File: config.mk
export PLATFORM = sky130hd
export DESIGN_NAME = random_sampling_multiset
export DESIGN_NICKNAME = d
export VERILOG_FILES = /design/src/rsm_pkg.sv /design/src/rsm_mem.sv /design/src/rsm_div.sv /design/src/rsm_seq.sv /design/src/random_sampling_multiset.sv
export SDC_FILE = /design/constraint.sdc
export NUM_CORES = 2
export LEC_CHECK = 0
export BUFFER_PORTS_ARGS = -buffer_cell sky130_fd_sc_hd__buf_2
export CORE_MARGIN = 8
export CORE_UTILIZATION = 50
export CTS_CLUSTER_SIZE = 30
export DETAILED_ROUTE_END_ITERATION = 8
export PLACE_DENSITY_LB_ADDON = 0.1
export SYNTH_ARGS = -nofsm -noshare
export SYNTH_HDL_FRONTEND = slang
export SYNTH_SLANG_ARGS = --single-unit
File: constraint.sdc
create_clock -name clk -period 8.9 [get_ports clk]
set_input_delay 0.89 -clock clk [delete_from_list [all_inputs] [get_ports clk]]
set_output_delay 0.89 -clock clk [all_outputs]
set_load 0.02 [all_outputs]
File: src/rsm_pkg.sv
`default_nettype none
package rsm_pkg;

    localparam int CAPACITY_DEF = 64;
    localparam int WORD_W       = 32;

    localparam logic [1:0] CMD_INSERT = 2'd0;
    localparam logic [1:0] CMD_REMOVE = 2'd1;
    localparam logic [1:0] CMD_SAMPLE = 2'd2;

    localparam logic [1:0] ST_OK    = 2'd0;
    localparam logic [1:0] ST_EMPTY = 2'd1;
    localparam logic [1:0] ST_FULL  = 2'd2;

    typedef logic [3:0] step_t;

    localparam step_t STEP_IDLE      = 4'd0;
    localparam step_t STEP_INS_CHK   = 4'd1;
    localparam step_t STEP_INS_SCAN  = 4'd2;
    localparam step_t STEP_INS_WR    = 4'd3;
    localparam step_t STEP_REM_CLR   = 4'd4;
    localparam step_t STEP_REM_SCAN  = 4'd5;
    localparam step_t STEP_REM_MISS  = 4'd6;
    localparam step_t STEP_REM_RD    = 4'd7;
    localparam step_t STEP_REM_WR    = 4'd8;
    localparam step_t STEP_SMP_CHK   = 4'd9;
    localparam step_t STEP_SMP_DIV   = 4'd10;
    localparam step_t STEP_SMP_RD    = 4'd11;
    localparam step_t STEP_SMP_OUT   = 4'd12;
    localparam step_t STEP_SMP_EMPTY = 4'd13;
    localparam step_t STEP_NOP_CMD   = 4'd14;
    localparam step_t STEP_INS_FULL  = 4'd15;

    typedef enum logic [3:0] {
        OP_NOP,
        OP_CLR_SCAN,
        OP_SCAN,
        OP_APPEND,
        OP_READ_LAST,
        OP_WR_SLOT,
        OP_DIV_START,
        OP_READ_REM,
        OP_EMIT_NONE,
        OP_EMIT_FULL,
        OP_EMIT_EMPTY,
        OP_EMIT_SAMPLE
    } op_t;

    typedef enum logic [2:0] {
        C_NEXT,
        C_GOTO,
        C_IF_FULL,
        C_IF_EMPTY,
        C_WAIT_DIV,
        C_SCAN
    } cond_t;

    typedef struct packed {
        op_t   op;
        cond_t cond;
        step_t target;
    } ctrl_t;

    typedef struct packed {
        logic full;
        logic empty;
        logic hit;
        logic scan_done;
        logic div_idle;
    } dp_stat_t;

    function automatic ctrl_t ucode(input step_t pc);
        ctrl_t w;
        w = '{op: OP_NOP, cond: C_GOTO, target: STEP_IDLE};
        unique case (pc)
            STEP_IDLE:      w = '{op: OP_NOP,         cond: C_GOTO,     target: STEP_IDLE};
            STEP_INS_CHK:   w = '{op: OP_CLR_SCAN,    cond: C_IF_FULL,  target: STEP_INS_FULL};
            STEP_INS_SCAN:  w = '{op: OP_SCAN,        cond: C_SCAN,     target: STEP_INS_WR};
            STEP_INS_WR:    w = '{op: OP_APPEND,      cond: C_GOTO,     target: STEP_IDLE};
            STEP_REM_CLR:   w = '{op: OP_CLR_SCAN,    cond: C_NEXT,     target: STEP_IDLE};
            STEP_REM_SCAN:  w = '{op: OP_SCAN,        cond: C_SCAN,     target: STEP_REM_RD};
            STEP_REM_MISS:  w = '{op: OP_EMIT_NONE,   cond: C_GOTO,     target: STEP_IDLE};
            STEP_REM_RD:    w = '{op: OP_READ_LAST,   cond: C_NEXT,     target: STEP_IDLE};
            STEP_REM_WR:    w = '{op: OP_WR_SLOT,     cond: C_GOTO,     target: STEP_IDLE};
            STEP_SMP_CHK:   w = '{op: OP_DIV_START,   cond: C_IF_EMPTY, target: STEP_SMP_EMPTY};
            STEP_SMP_DIV:   w = '{op: OP_NOP,         cond: C_WAIT_DIV, target: STEP_SMP_RD};
            STEP_SMP_RD:    w = '{op: OP_READ_REM,    cond: C_NEXT,     target: STEP_IDLE};
            STEP_SMP_OUT:   w = '{op: OP_EMIT_SAMPLE, cond: C_GOTO,     target: STEP_IDLE};
            STEP_SMP_EMPTY: w = '{op: OP_EMIT_EMPTY,  cond: C_GOTO,     target: STEP_IDLE};
            STEP_NOP_CMD:   w = '{op: OP_EMIT_NONE,   cond: C_GOTO,     target: STEP_IDLE};
            STEP_INS_FULL:  w = '{op: OP_EMIT_FULL,   cond: C_GOTO,     target: STEP_IDLE};
            default:        w = '{op: OP_NOP,         cond: C_GOTO,     target: STEP_IDLE};
        endcase
        return w;
    endfunction

    function automatic step_t entry(input logic [1:0] cmd);
        step_t s;
        s = STEP_NOP_CMD;
        unique case (cmd)
            CMD_INSERT: s = STEP_INS_CHK;
            CMD_REMOVE: s = STEP_REM_CLR;
            CMD_SAMPLE: s = STEP_SMP_CHK;
            default:    s = STEP_NOP_CMD;
        endcase
        return s;
    endfunction

endpackage
`default_nettype wire

File: src/rsm_mem.sv
`default_nettype none
module rsm_mem #(
    parameter int DEPTH = rsm_pkg::CAPACITY_DEF,
    parameter int AW    = $clog2(DEPTH)
) (
    input  wire logic                      clk,
    input  wire logic                      we,
    input  wire logic [AW-1:0]             waddr,
    input  wire logic [rsm_pkg::WORD_W-1:0] wdata,
    input  wire logic [AW-1:0]             raddr,
    output logic      [rsm_pkg::WORD_W-1:0] rdata
);

    logic [rsm_pkg::WORD_W-1:0] mem [DEPTH];

    always_ff @(posedge clk)
    begin
        if (we)
        begin
            mem[waddr] <= wdata;
        end
        rdata <= mem[raddr];
    end

endmodule
`default_nettype wire

File: src/rsm_div.sv
`default_nettype none
module rsm_div #(
    parameter int CW = 7
) (
    input  wire logic                       clk,
    input  wire logic                       rst_n,
    input  wire logic                       start,
    input  wire logic [rsm_pkg::WORD_W-1:0] dividend,
    input  wire logic [CW-1:0]              divisor,
    output logic                            idle,
    output logic      [CW-1:0]              rem
);

    localparam int NW = $clog2(rsm_pkg::WORD_W);

    logic                       run_reg, run_next;
    logic [NW-1:0]              cnt_reg, cnt_next;
    logic [rsm_pkg::WORD_W-1:0] q_reg, q_next;
    logic [CW-1:0]              rem_reg, rem_next;
    logic [CW-1:0]              div_reg, div_next;
    logic [CW:0]                trial;

    // one dividend bit per cycle, restoring
    always_comb
    begin
        run_next = run_reg;
        cnt_next = cnt_reg;
        q_next   = q_reg;
        rem_next = rem_reg;
        div_next = div_reg;
        trial    = {rem_reg, q_reg[rsm_pkg::WORD_W-1]};
        if (start)
        begin
            run_next = 1'b1;
            cnt_next = '0;
            q_next   = dividend;
            rem_next = '0;
            div_next = divisor;
        end
        else if (run_reg)
        begin
            q_next = {q_reg[rsm_pkg::WORD_W-2:0], 1'b0};
            if (trial >= {1'b0, div_reg})
            begin
                rem_next = CW'(trial - {1'b0, div_reg});
            end
            else
            begin
                rem_next = trial[CW-1:0];
            end
            cnt_next = cnt_reg + 1'b1;
            if (cnt_reg == NW'(rsm_pkg::WORD_W - 1))
            begin
                run_next = 1'b0;
            end
        end
    end

    always_ff @(posedge clk or negedge rst_n)
    begin
        if (!rst_n)
        begin
            run_reg <= 1'b0;
            cnt_reg <= '0;
        end
        else
        begin
            run_reg <= run_next;
            cnt_reg <= cnt_next;
        end
    end

    always_ff @(posedge clk)
    begin
        q_reg   <= q_next;
        rem_reg <= rem_next;
        div_reg <= div_next;
    end

    assign idle = !run_reg;
    assign rem  = rem_reg;

endmodule
`default_nettype wire

File: src/rsm_seq.sv
`default_nettype none
module rsm_seq (
    input  wire logic              clk,
    input  wire logic              rst_n,
    input  wire logic              start,
    input  wire logic [1:0]        command,
    input  wire rsm_pkg::dp_stat_t stat,
    output rsm_pkg::op_t           op,
    output logic                   busy
);

    rsm_pkg::step_t pc_reg, pc_next;
    rsm_pkg::ctrl_t word;

    always_comb
    begin
        word    = rsm_pkg::ucode(pc_reg);
        pc_next = pc_reg + 1'b1;
        if (pc_reg == rsm_pkg::STEP_IDLE)
        begin
            pc_next = start ? rsm_pkg::entry(command) : rsm_pkg::STEP_IDLE;
        end
        else
        begin
            unique case (word.cond)
                rsm_pkg::C_NEXT:     pc_next = pc_reg + 1'b1;
                rsm_pkg::C_GOTO:     pc_next = word.target;
                rsm_pkg::C_IF_FULL:  pc_next = stat.full ? word.target : pc_reg + 1'b1;
                rsm_pkg::C_IF_EMPTY: pc_next = stat.empty ? word.target : pc_reg + 1'b1;
                rsm_pkg::C_WAIT_DIV: pc_next = stat.div_idle ? word.target : pc_reg;
                rsm_pkg::C_SCAN:
                begin
                    priority if (stat.hit)
                    begin
                        pc_next = word.target;
                    end
                    else if (stat.scan_done)
                    begin
                        pc_next = pc_reg + 1'b1;
                    end
                    else
                    begin
                        pc_next = pc_reg;
                    end
                end
                default:             pc_next = rsm_pkg::STEP_IDLE;
            endcase
        end
    end

    always_ff @(posedge clk or negedge rst_n)
    begin
        if (!rst_n)
        begin
            pc_reg <= rsm_pkg::STEP_IDLE;
        end
        else
        begin
            pc_reg <= pc_next;
        end
    end

    assign op   = word.op;
    assign busy = (pc_reg != rsm_pkg::STEP_IDLE);

endmodule
`default_nettype wire

File: src/random_sampling_multiset.sv
`default_nettype none
// Multiset of up to CAPACITY signed 32-bit values in a dense store. A request is taken
// when start is high and busy is low; busy then stays high until the result is ready.
// Insert and remove scan the store one entry per cycle through its single read port, and
// sample runs a one-bit-per-cycle remainder unit. The result is shown on flag, sample_value
// and status for exactly one cycle with done high; the receiver cannot stall it, and a
// new request may be taken in that same cycle.
module random_sampling_multiset #(
    parameter int CAPACITY = rsm_pkg::CAPACITY_DEF
) (
    input  wire logic                              clk,
    input  wire logic                              rst_n,
    input  wire logic                              start,
    output logic                                   busy,
    input  wire logic        [1:0]                 command,
    input  wire logic signed [rsm_pkg::WORD_W-1:0] value,
    input  wire logic        [rsm_pkg::WORD_W-1:0] random_word,
    output logic                                   done,
    output logic                                   flag,
    output logic signed      [rsm_pkg::WORD_W-1:0] sample_value,
    output logic             [1:0]                 status
);

    localparam int CW = $clog2(CAPACITY + 1);
    localparam int AW = $clog2(CAPACITY);

    logic                       accept;
    rsm_pkg::op_t               op;
    rsm_pkg::dp_stat_t          stat;

    logic [CW-1:0]              count_reg, count_next;
    logic [CW-1:0]              idx_reg, idx_next;
    logic                       cmp_valid_reg, cmp_valid_next;
    logic                       found_reg, found_next;
    logic                       done_reg, done_next;
    logic [AW-1:0]              cmp_idx_reg, cmp_idx_next;
    logic [AW-1:0]              slot_reg, slot_next;
    logic [rsm_pkg::WORD_W-1:0] value_reg, random_reg;
    logic                       flag_reg, flag_next;
    logic [rsm_pkg::WORD_W-1:0] sample_reg, sample_next;
    logic [1:0]                 status_reg, status_next;

    logic                       we;
    logic [AW-1:0]              waddr, raddr;
    logic [rsm_pkg::WORD_W-1:0] wdata, rdata;
    logic                       div_start, div_idle;
    logic [CW-1:0]              div_rem;

    assign accept = start && !busy;

    assign stat.full      = (count_reg == CW'(CAPACITY));
    assign stat.empty     = (count_reg == '0);
    assign stat.hit       = cmp_valid_reg && (rdata == value_reg);
    assign stat.scan_done = !cmp_valid_reg && (idx_reg >= count_reg);
    assign stat.div_idle  = div_idle;

    rsm_seq u_seq (
        .clk     (clk),
        .rst_n   (rst_n),
        .start   (accept),
        .command (command),
        .stat    (stat),
        .op      (op),
        .busy    (busy)
    );

    rsm_mem #(
        .DEPTH (CAPACITY),
        .AW    (AW)
    ) u_mem (
        .clk   (clk),
        .we    (we),
        .waddr (waddr),
        .wdata (wdata),
        .raddr (raddr),
        .rdata (rdata)
    );

    rsm_div #(
        .CW (CW)
    ) u_div (
        .clk      (clk),
        .rst_n    (rst_n),
        .start    (div_start),
        .dividend (random_reg),
        .divisor  (count_reg),
        .idle     (div_idle),
        .rem      (div_rem)
    );

    assign div_start = (op == rsm_pkg::OP_DIV_START) && !stat.empty;

    always_comb
    begin
        unique case (op)
            rsm_pkg::OP_READ_LAST: raddr = AW'(count_reg - 1'b1);
            rsm_pkg::OP_READ_REM:  raddr = div_rem[AW-1:0];
            default:               raddr = idx_reg[AW-1:0];
        endcase
    end

    always_comb
    begin
        we    = 1'b0;
        waddr = count_reg[AW-1:0];
        wdata = value_reg;
        unique case (op)
            rsm_pkg::OP_APPEND:
            begin
                we = 1'b1;
            end
            rsm_pkg::OP_WR_SLOT:
            begin
                we    = 1'b1;
                waddr = slot_reg;
                wdata = rdata;
            end
            default:
            begin
                we = 1'b0;
            end
        endcase
    end

    always_comb
    begin
        count_next     = count_reg;
        idx_next       = idx_reg;
        cmp_valid_next = cmp_valid_reg;
        cmp_idx_next   = cmp_idx_reg;
        found_next     = found_reg;
        slot_next      = slot_reg;
        done_next      = 1'b0;
        flag_next      = flag_reg;
        sample_next    = sample_reg;
        status_next    = status_reg;
        unique case (op)
            rsm_pkg::OP_CLR_SCAN:
            begin
                idx_next       = '0;
                cmp_valid_next = 1'b0;
                found_next     = 1'b0;
            end
            rsm_pkg::OP_SCAN:
            begin
                // issue one read per cycle, compare the previous one
                cmp_idx_next   = idx_reg[AW-1:0];
                cmp_valid_next = (idx_reg < count_reg);
                if (idx_reg < count_reg)
                begin
                    idx_next = idx_reg + 1'b1;
                end
                if (stat.hit)
                begin
                    found_next = 1'b1;
                    slot_next  = cmp_idx_reg;
                end
            end
            rsm_pkg::OP_APPEND:
            begin
                count_next  = count_reg + 1'b1;
                done_next   = 1'b1;
                flag_next   = !found_reg;
                sample_next = '0;
                status_next = rsm_pkg::ST_OK;
            end
            rsm_pkg::OP_WR_SLOT:
            begin
                count_next  = count_reg - 1'b1;
                done_next   = 1'b1;
                flag_next   = 1'b1;
                sample_next = '0;
                status_next = rsm_pkg::ST_OK;
            end
            rsm_pkg::OP_EMIT_NONE:
            begin
                done_next   = 1'b1;
                flag_next   = 1'b0;
                sample_next = '0;
                status_next = rsm_pkg::ST_OK;
            end
            rsm_pkg::OP_EMIT_FULL:
            begin
                done_next   = 1'b1;
                flag_next   = 1'b0;
                sample_next = '0;
                status_next = rsm_pkg::ST_FULL;
            end
            rsm_pkg::OP_EMIT_EMPTY:
            begin
                done_next   = 1'b1;
                flag_next   = 1'b0;
                sample_next = '0;
                status_next = rsm_pkg::ST_EMPTY;
            end
            rsm_pkg::OP_EMIT_SAMPLE:
            begin
                done_next   = 1'b1;
                flag_next   = 1'b0;
                sample_next = rdata;
                status_next = rsm_pkg::ST_OK;
            end
            default:
            begin
                done_next = 1'b0;
            end
        endcase
    end

    always_ff @(posedge clk or negedge rst_n)
    begin
        if (!rst_n)
        begin
            count_reg     <= '0;
            idx_reg       <= '0;
            cmp_valid_reg <= 1'b0;
            found_reg     <= 1'b0;
            done_reg      <= 1'b0;
        end
        else
        begin
            count_reg     <= count_next;
            idx_reg       <= idx_next;
            cmp_valid_reg <= cmp_valid_next;
            found_reg     <= found_next;
            done_reg      <= done_next;
        end
    end

    always_ff @(posedge clk)
    begin
        cmp_idx_reg <= cmp_idx_next;
        slot_reg    <= slot_next;
        flag_reg    <= flag_next;
        sample_reg  <= sample_next;
        status_reg  <= status_next;
        if (accept)
        begin
            value_reg  <= value;
            random_reg <= random_word;
        end
    end

    assign done         = done_reg;
    assign flag         = flag_reg;
    assign sample_value = sample_reg;
    assign status       = status_reg;

`ifndef SYNTH
    a_count_bound: assert property (@(posedge clk) disable iff (!rst_n)
        count_reg <= CW'(CAPACITY))
        else $error("entry count beyond capacity");

    a_done_after_busy: assert property (@(posedge clk) disable iff (!rst_n)
        done |-> $past(busy))
        else $error("result without a request in flight");

    a_full_status: assert property (@(posedge clk) disable iff (!rst_n)
        (done && status == rsm_pkg::ST_FULL) |-> (count_reg == CW'(CAPACITY)))
        else $error("full status while store has room");

    a_empty_status: assert property (@(posedge clk) disable iff (!rst_n)
        (done && status == rsm_pkg::ST_EMPTY) |-> (count_reg == '0))
        else $error("empty status while store holds entries");
`endif

endmodule
`default_nettype wire
==> impl_metrics.csv <==
group,metric,value,unit
sta,fmax,160,MHz
clock_tree,numCtsBuffers,224,
sta,fin_skew,32.9,ps
yosys,postSynthCellCount,5396,
floorplanning,dieArea,0.191,sq mm
clock_tree,clockRootBuffer,"clkbuf_16",
detailed_routing,drt-initial-drc-count,5695,
worst_setup_path,worstSetupStartpointType,"flip-flop",
detailed_routing,dr_total_vias,49900,
outcome,status,"finished, final reports clean",
global_route,grt_pass1_vias,48300,
pwr,switching_share,0.366,
pwr,total_power,35.4,mW
cells_and_area,largest_register_ffs,2048,
worst_setup_path,critPathMaxStageDelay,960,ps
worst_setup_path,rr_worst_depth,14,
clock_tree,clock_path_buffers,3,
yosys,async_flop_share,0.0119,
detailed_routing,drc,0,
worst_setup_path,reg2reg_slack,2650,ps
worst_setup_path,path_max_fanout,49,
clock_tree,h-tree-depth,4,
yosys,syn_nets,5492,
detailed_routing,viasPerCell,6.17,
global_route,grtUsageTotal,0.252,
sta,setup_viol,0,
worst_setup_path,crit_top_cell,"buf_4",
clock_tree,clkSlewWorstSetupHoldPaths,60,ps
pwr,p_int,22.4,mW
pwr,clock_power_share,0.263,
clock_tree,ctsHoldBuffers,0,
place,place.gp.congestion,0.827,
yosys,synthFlopType,"edfxtp_1",
cells_and_area,top_register,"u_mem.mem",
floorplanning,core_area,0.176,sq mm
yosys,synth_top_area_share,0.745,
sta,hold_slack,109,ps
worst_setup_path,worstPathRequired,9590,ps
worst_setup_path,end_kind,"flip-flop",
yosys,synth_top_cell_by_area,"edfxtp_1",
place,dp_hpwl,130000,microns
pwr,p_leak,35.6,nW
worst_setup_path,cp_num_cells,14,
sta,finalHoldViolations,0,
global_route,grt_max_degree,138,
cells_and_area,drive_above_1_share,0.132,
detailed_routing,final_antenna_net_count,0,
clock_tree,clkLatencyLatePin,850,ps
clock_tree,cts_tree,"done",
global_route,grt_overflow_total,0,
detailed_routing,wirelength,248000,microns
sta,period_share,0.702,
yosys,synth.avg_cell_area,16.4,sq um
pwr,comb_power_share,0.348,
worst_setup_path,r2r_start,"u_seq.pc_reg[0]",
pwr,power_density,355,mW/mm^2
sta,fin_setup_tns,0,ps
yosys,synth_edf_count,2198,
pwr,irDropWorstVdd,296,uV
clock_tree,cts.sinks,2264,
floorplanning,ios,106,
sta,relSlewSlack,0.0687,
yosys,synth.cell_area,0.0886,sq mm
sta,worstMarginPinSlew,1400,ps
yosys,synth_area_leaders,"edfxtp_1 (75%), mux2i_1 (8.9%), nand2_1 (2.7%), o22ai_1 (2.3%), o221ai_1 (1.7%)",
worst_setup_path,arrival,6940,ps
worst_setup_path,slowest_stage,"and2_4",
worst_setup_path,crit_family,"compound AO/OA/AOI/OAI gates",
clock_tree,cts-resized-gates,0,
sta,slew_viol_final,0,
floorplanning,num_rows,154,
detailed_routing,wl_per_cell,30.7,microns
sta,rsz0062_at_grt,"no",
pwr,seqPwrFrac,0.390,
sta,finalCriticalPeriod,6250,ps
pwr,p_sw,12.9,mW
worst_setup_path,crit_chain,"inv_1 > ha_1 > nand2_1 > a21boi_1 > nor3_2 > o31ai_1 > and2_4 > buf_4 > buf_4 > mux2i_1 > o22ai_1 > nor4_1 > o32a_1 > o221ai_1",
worst_setup_path,worstSetupPathType,"reg -> reg",
floorplanning,initial_core_util,0.503,
detailed_routing,drt_pass1_iterations,6,
place,io_buffer_count,105,
clock_tree,post_cts_buffers,0,
floorplanning,die_x,437,microns
flow_run,drv_cap,0,
cells_and_area,fin_nets,5645,
cells_and_area,synthToLayoutAreaGrowth,12.5,%
floorplanning,die_y,437,microns
hold_path,min_path_type,"in -> async",
worst_setup_path,path_buf_inv,3,
worst_setup_path,timing.rr.end,"u_mem.rdata[14]",
yosys,ys_ff_latch,2264,
global_route,antenna_found_initial,4,
yosys,yosysUniqueCellTypes,68,
yosys,seq_area_frac_synth,0.762,
global_route,grt_pass1_wl,353000,microns
yosys,synth_warnings,0,
cells in the final DEF (no fill, tap or decap), types with 60 or more instances in the layout:
| cell type | n |
|---|---|
| a21oi_1 | 219 |
| buf_2 | 105 |
| buf_4 | 132 |
| clkbuf_16 | 226 |
| clkinv_2 | 60 |
| edfxtp_1 | 2198 |
| mux2i_1 | 785 |
| nand2_1 | 609 |
| nor2_4 | 67 |
| nor4_1 | 76 |
| o221ai_1 | 169 |
| o22ai_1 | 326 |
stage by stage:
step	instances	cell area (sq um)	utilization	worst slack, ps
after detailed placement	7662	92400	0.524	2850
after CTS	8088	99600	0.566	2770
after global placement	7662	92400	0.524	2930
after global routing	8089	99600	0.566	2470
final	8091	99600	0.566	2650
after floorplan	5396	88600	-	4670
power by group through the flow:
stage | combinational (mW) | sequential [mW] | clock (mW)
2_1_floorplan | 7.97 | 13.8 | 0
3_3_place_gp | 12.2 | 14.0 | 0
3_5_place_dp | 12.3 | 14.0 | 0
4_1_cts | 12.3 | 13.8 | 9.43
5_1_grt | 13.0 | 13.8 | 9.82
6_report | 12.3 | 13.8 | 9.29
per-layer routing:
| layer | up-vias | track usage | share of wire |
|---|---|---|---|
| met5 | - | 0 | 0.00012 |
| met4 | 4 | 0.0857 | 0.037 |
| met3 | 379 | 0.0382 | 0.070 |
| met2 | 1979 | 0.400 | 0.47 |
| met1 | 26000 | 0.359 | 0.42 |
| li1 | 21600 | - | - |
final cells by class:
class	instances	area, sq um
inverter	29	109
clock inverter	126	1160
timing repair buffer	253	1840
tap	2340	2930
sequential	2264	67500
antenna	2	5.00
fill	13600	76500
multi-input combinational	2777	20100
clock buffer	300	6080
Yosys cell counts (9+ instances only):
library cell,n
a21oi_1,219
a31oi_1,19
a32oi_1,12
and3_1,38
buf_1,15
buf_2,124
buf_4,59
buf_6,19
clkbuf_1,105
dfrtp_1,27
dfxtp_1,39
edfxtp_1,2198
ha_1,26
inv_1,28
mux2_2,31
mux2i_1,785
nand2_1,645
nand2b_1,13
nand3_1,48
nand4_1,18
nor2_1,106
nor3_1,12
nor4_1,82
o21ai_0,32
o221ai_1,169
o22ai_1,327
o32a_1,27
o41ai_1,18
or3_1,9
xnor2_1,40
xor2_1,11
how the worst max path moves through the flow:
stage	to	startpoint
2_1_floorplan	u_div.q_reg[0]	u_seq.pc_reg[0]
3_3_place_gp	u_mem.rdata[14]	u_seq.pc_reg[0]
3_5_place_dp	u_mem.rdata[14]	u_seq.pc_reg[0]
4_1_cts	u_mem.rdata[14]	u_seq.pc_reg[0]
5_1_grt	u_mem.rdata[14]	u_seq.pc_reg[0]
6_report	u_mem.rdata[14]	u_seq.pc_reg[0]
cell families after synthesis:
kind of cell,count (synthesis),synth area share
buf+inv,355,0.0210
compound gates,887,0.0673
mux,816,0.0926
flops,2264,0.762
simple gates,996,0.0486
fa+ha+maj,27,0.00390
xor+xnor,51,0.00504
worst reg2reg max path, delay by kind of cell, from the launching register on:
kind | cells | cell delay, ps
AO/OA/AOI/OAI | 5 | 1700
adder cells (fa/ha/maj) | 1 | 390
buffers and inverters | 3 | 1620
flip-flops | 1 | 540
multiplexers | 1 | 300
AND/OR/NAND/NOR | 4 | 1550
No activity file was read; power rests on OpenSTA's default activity.
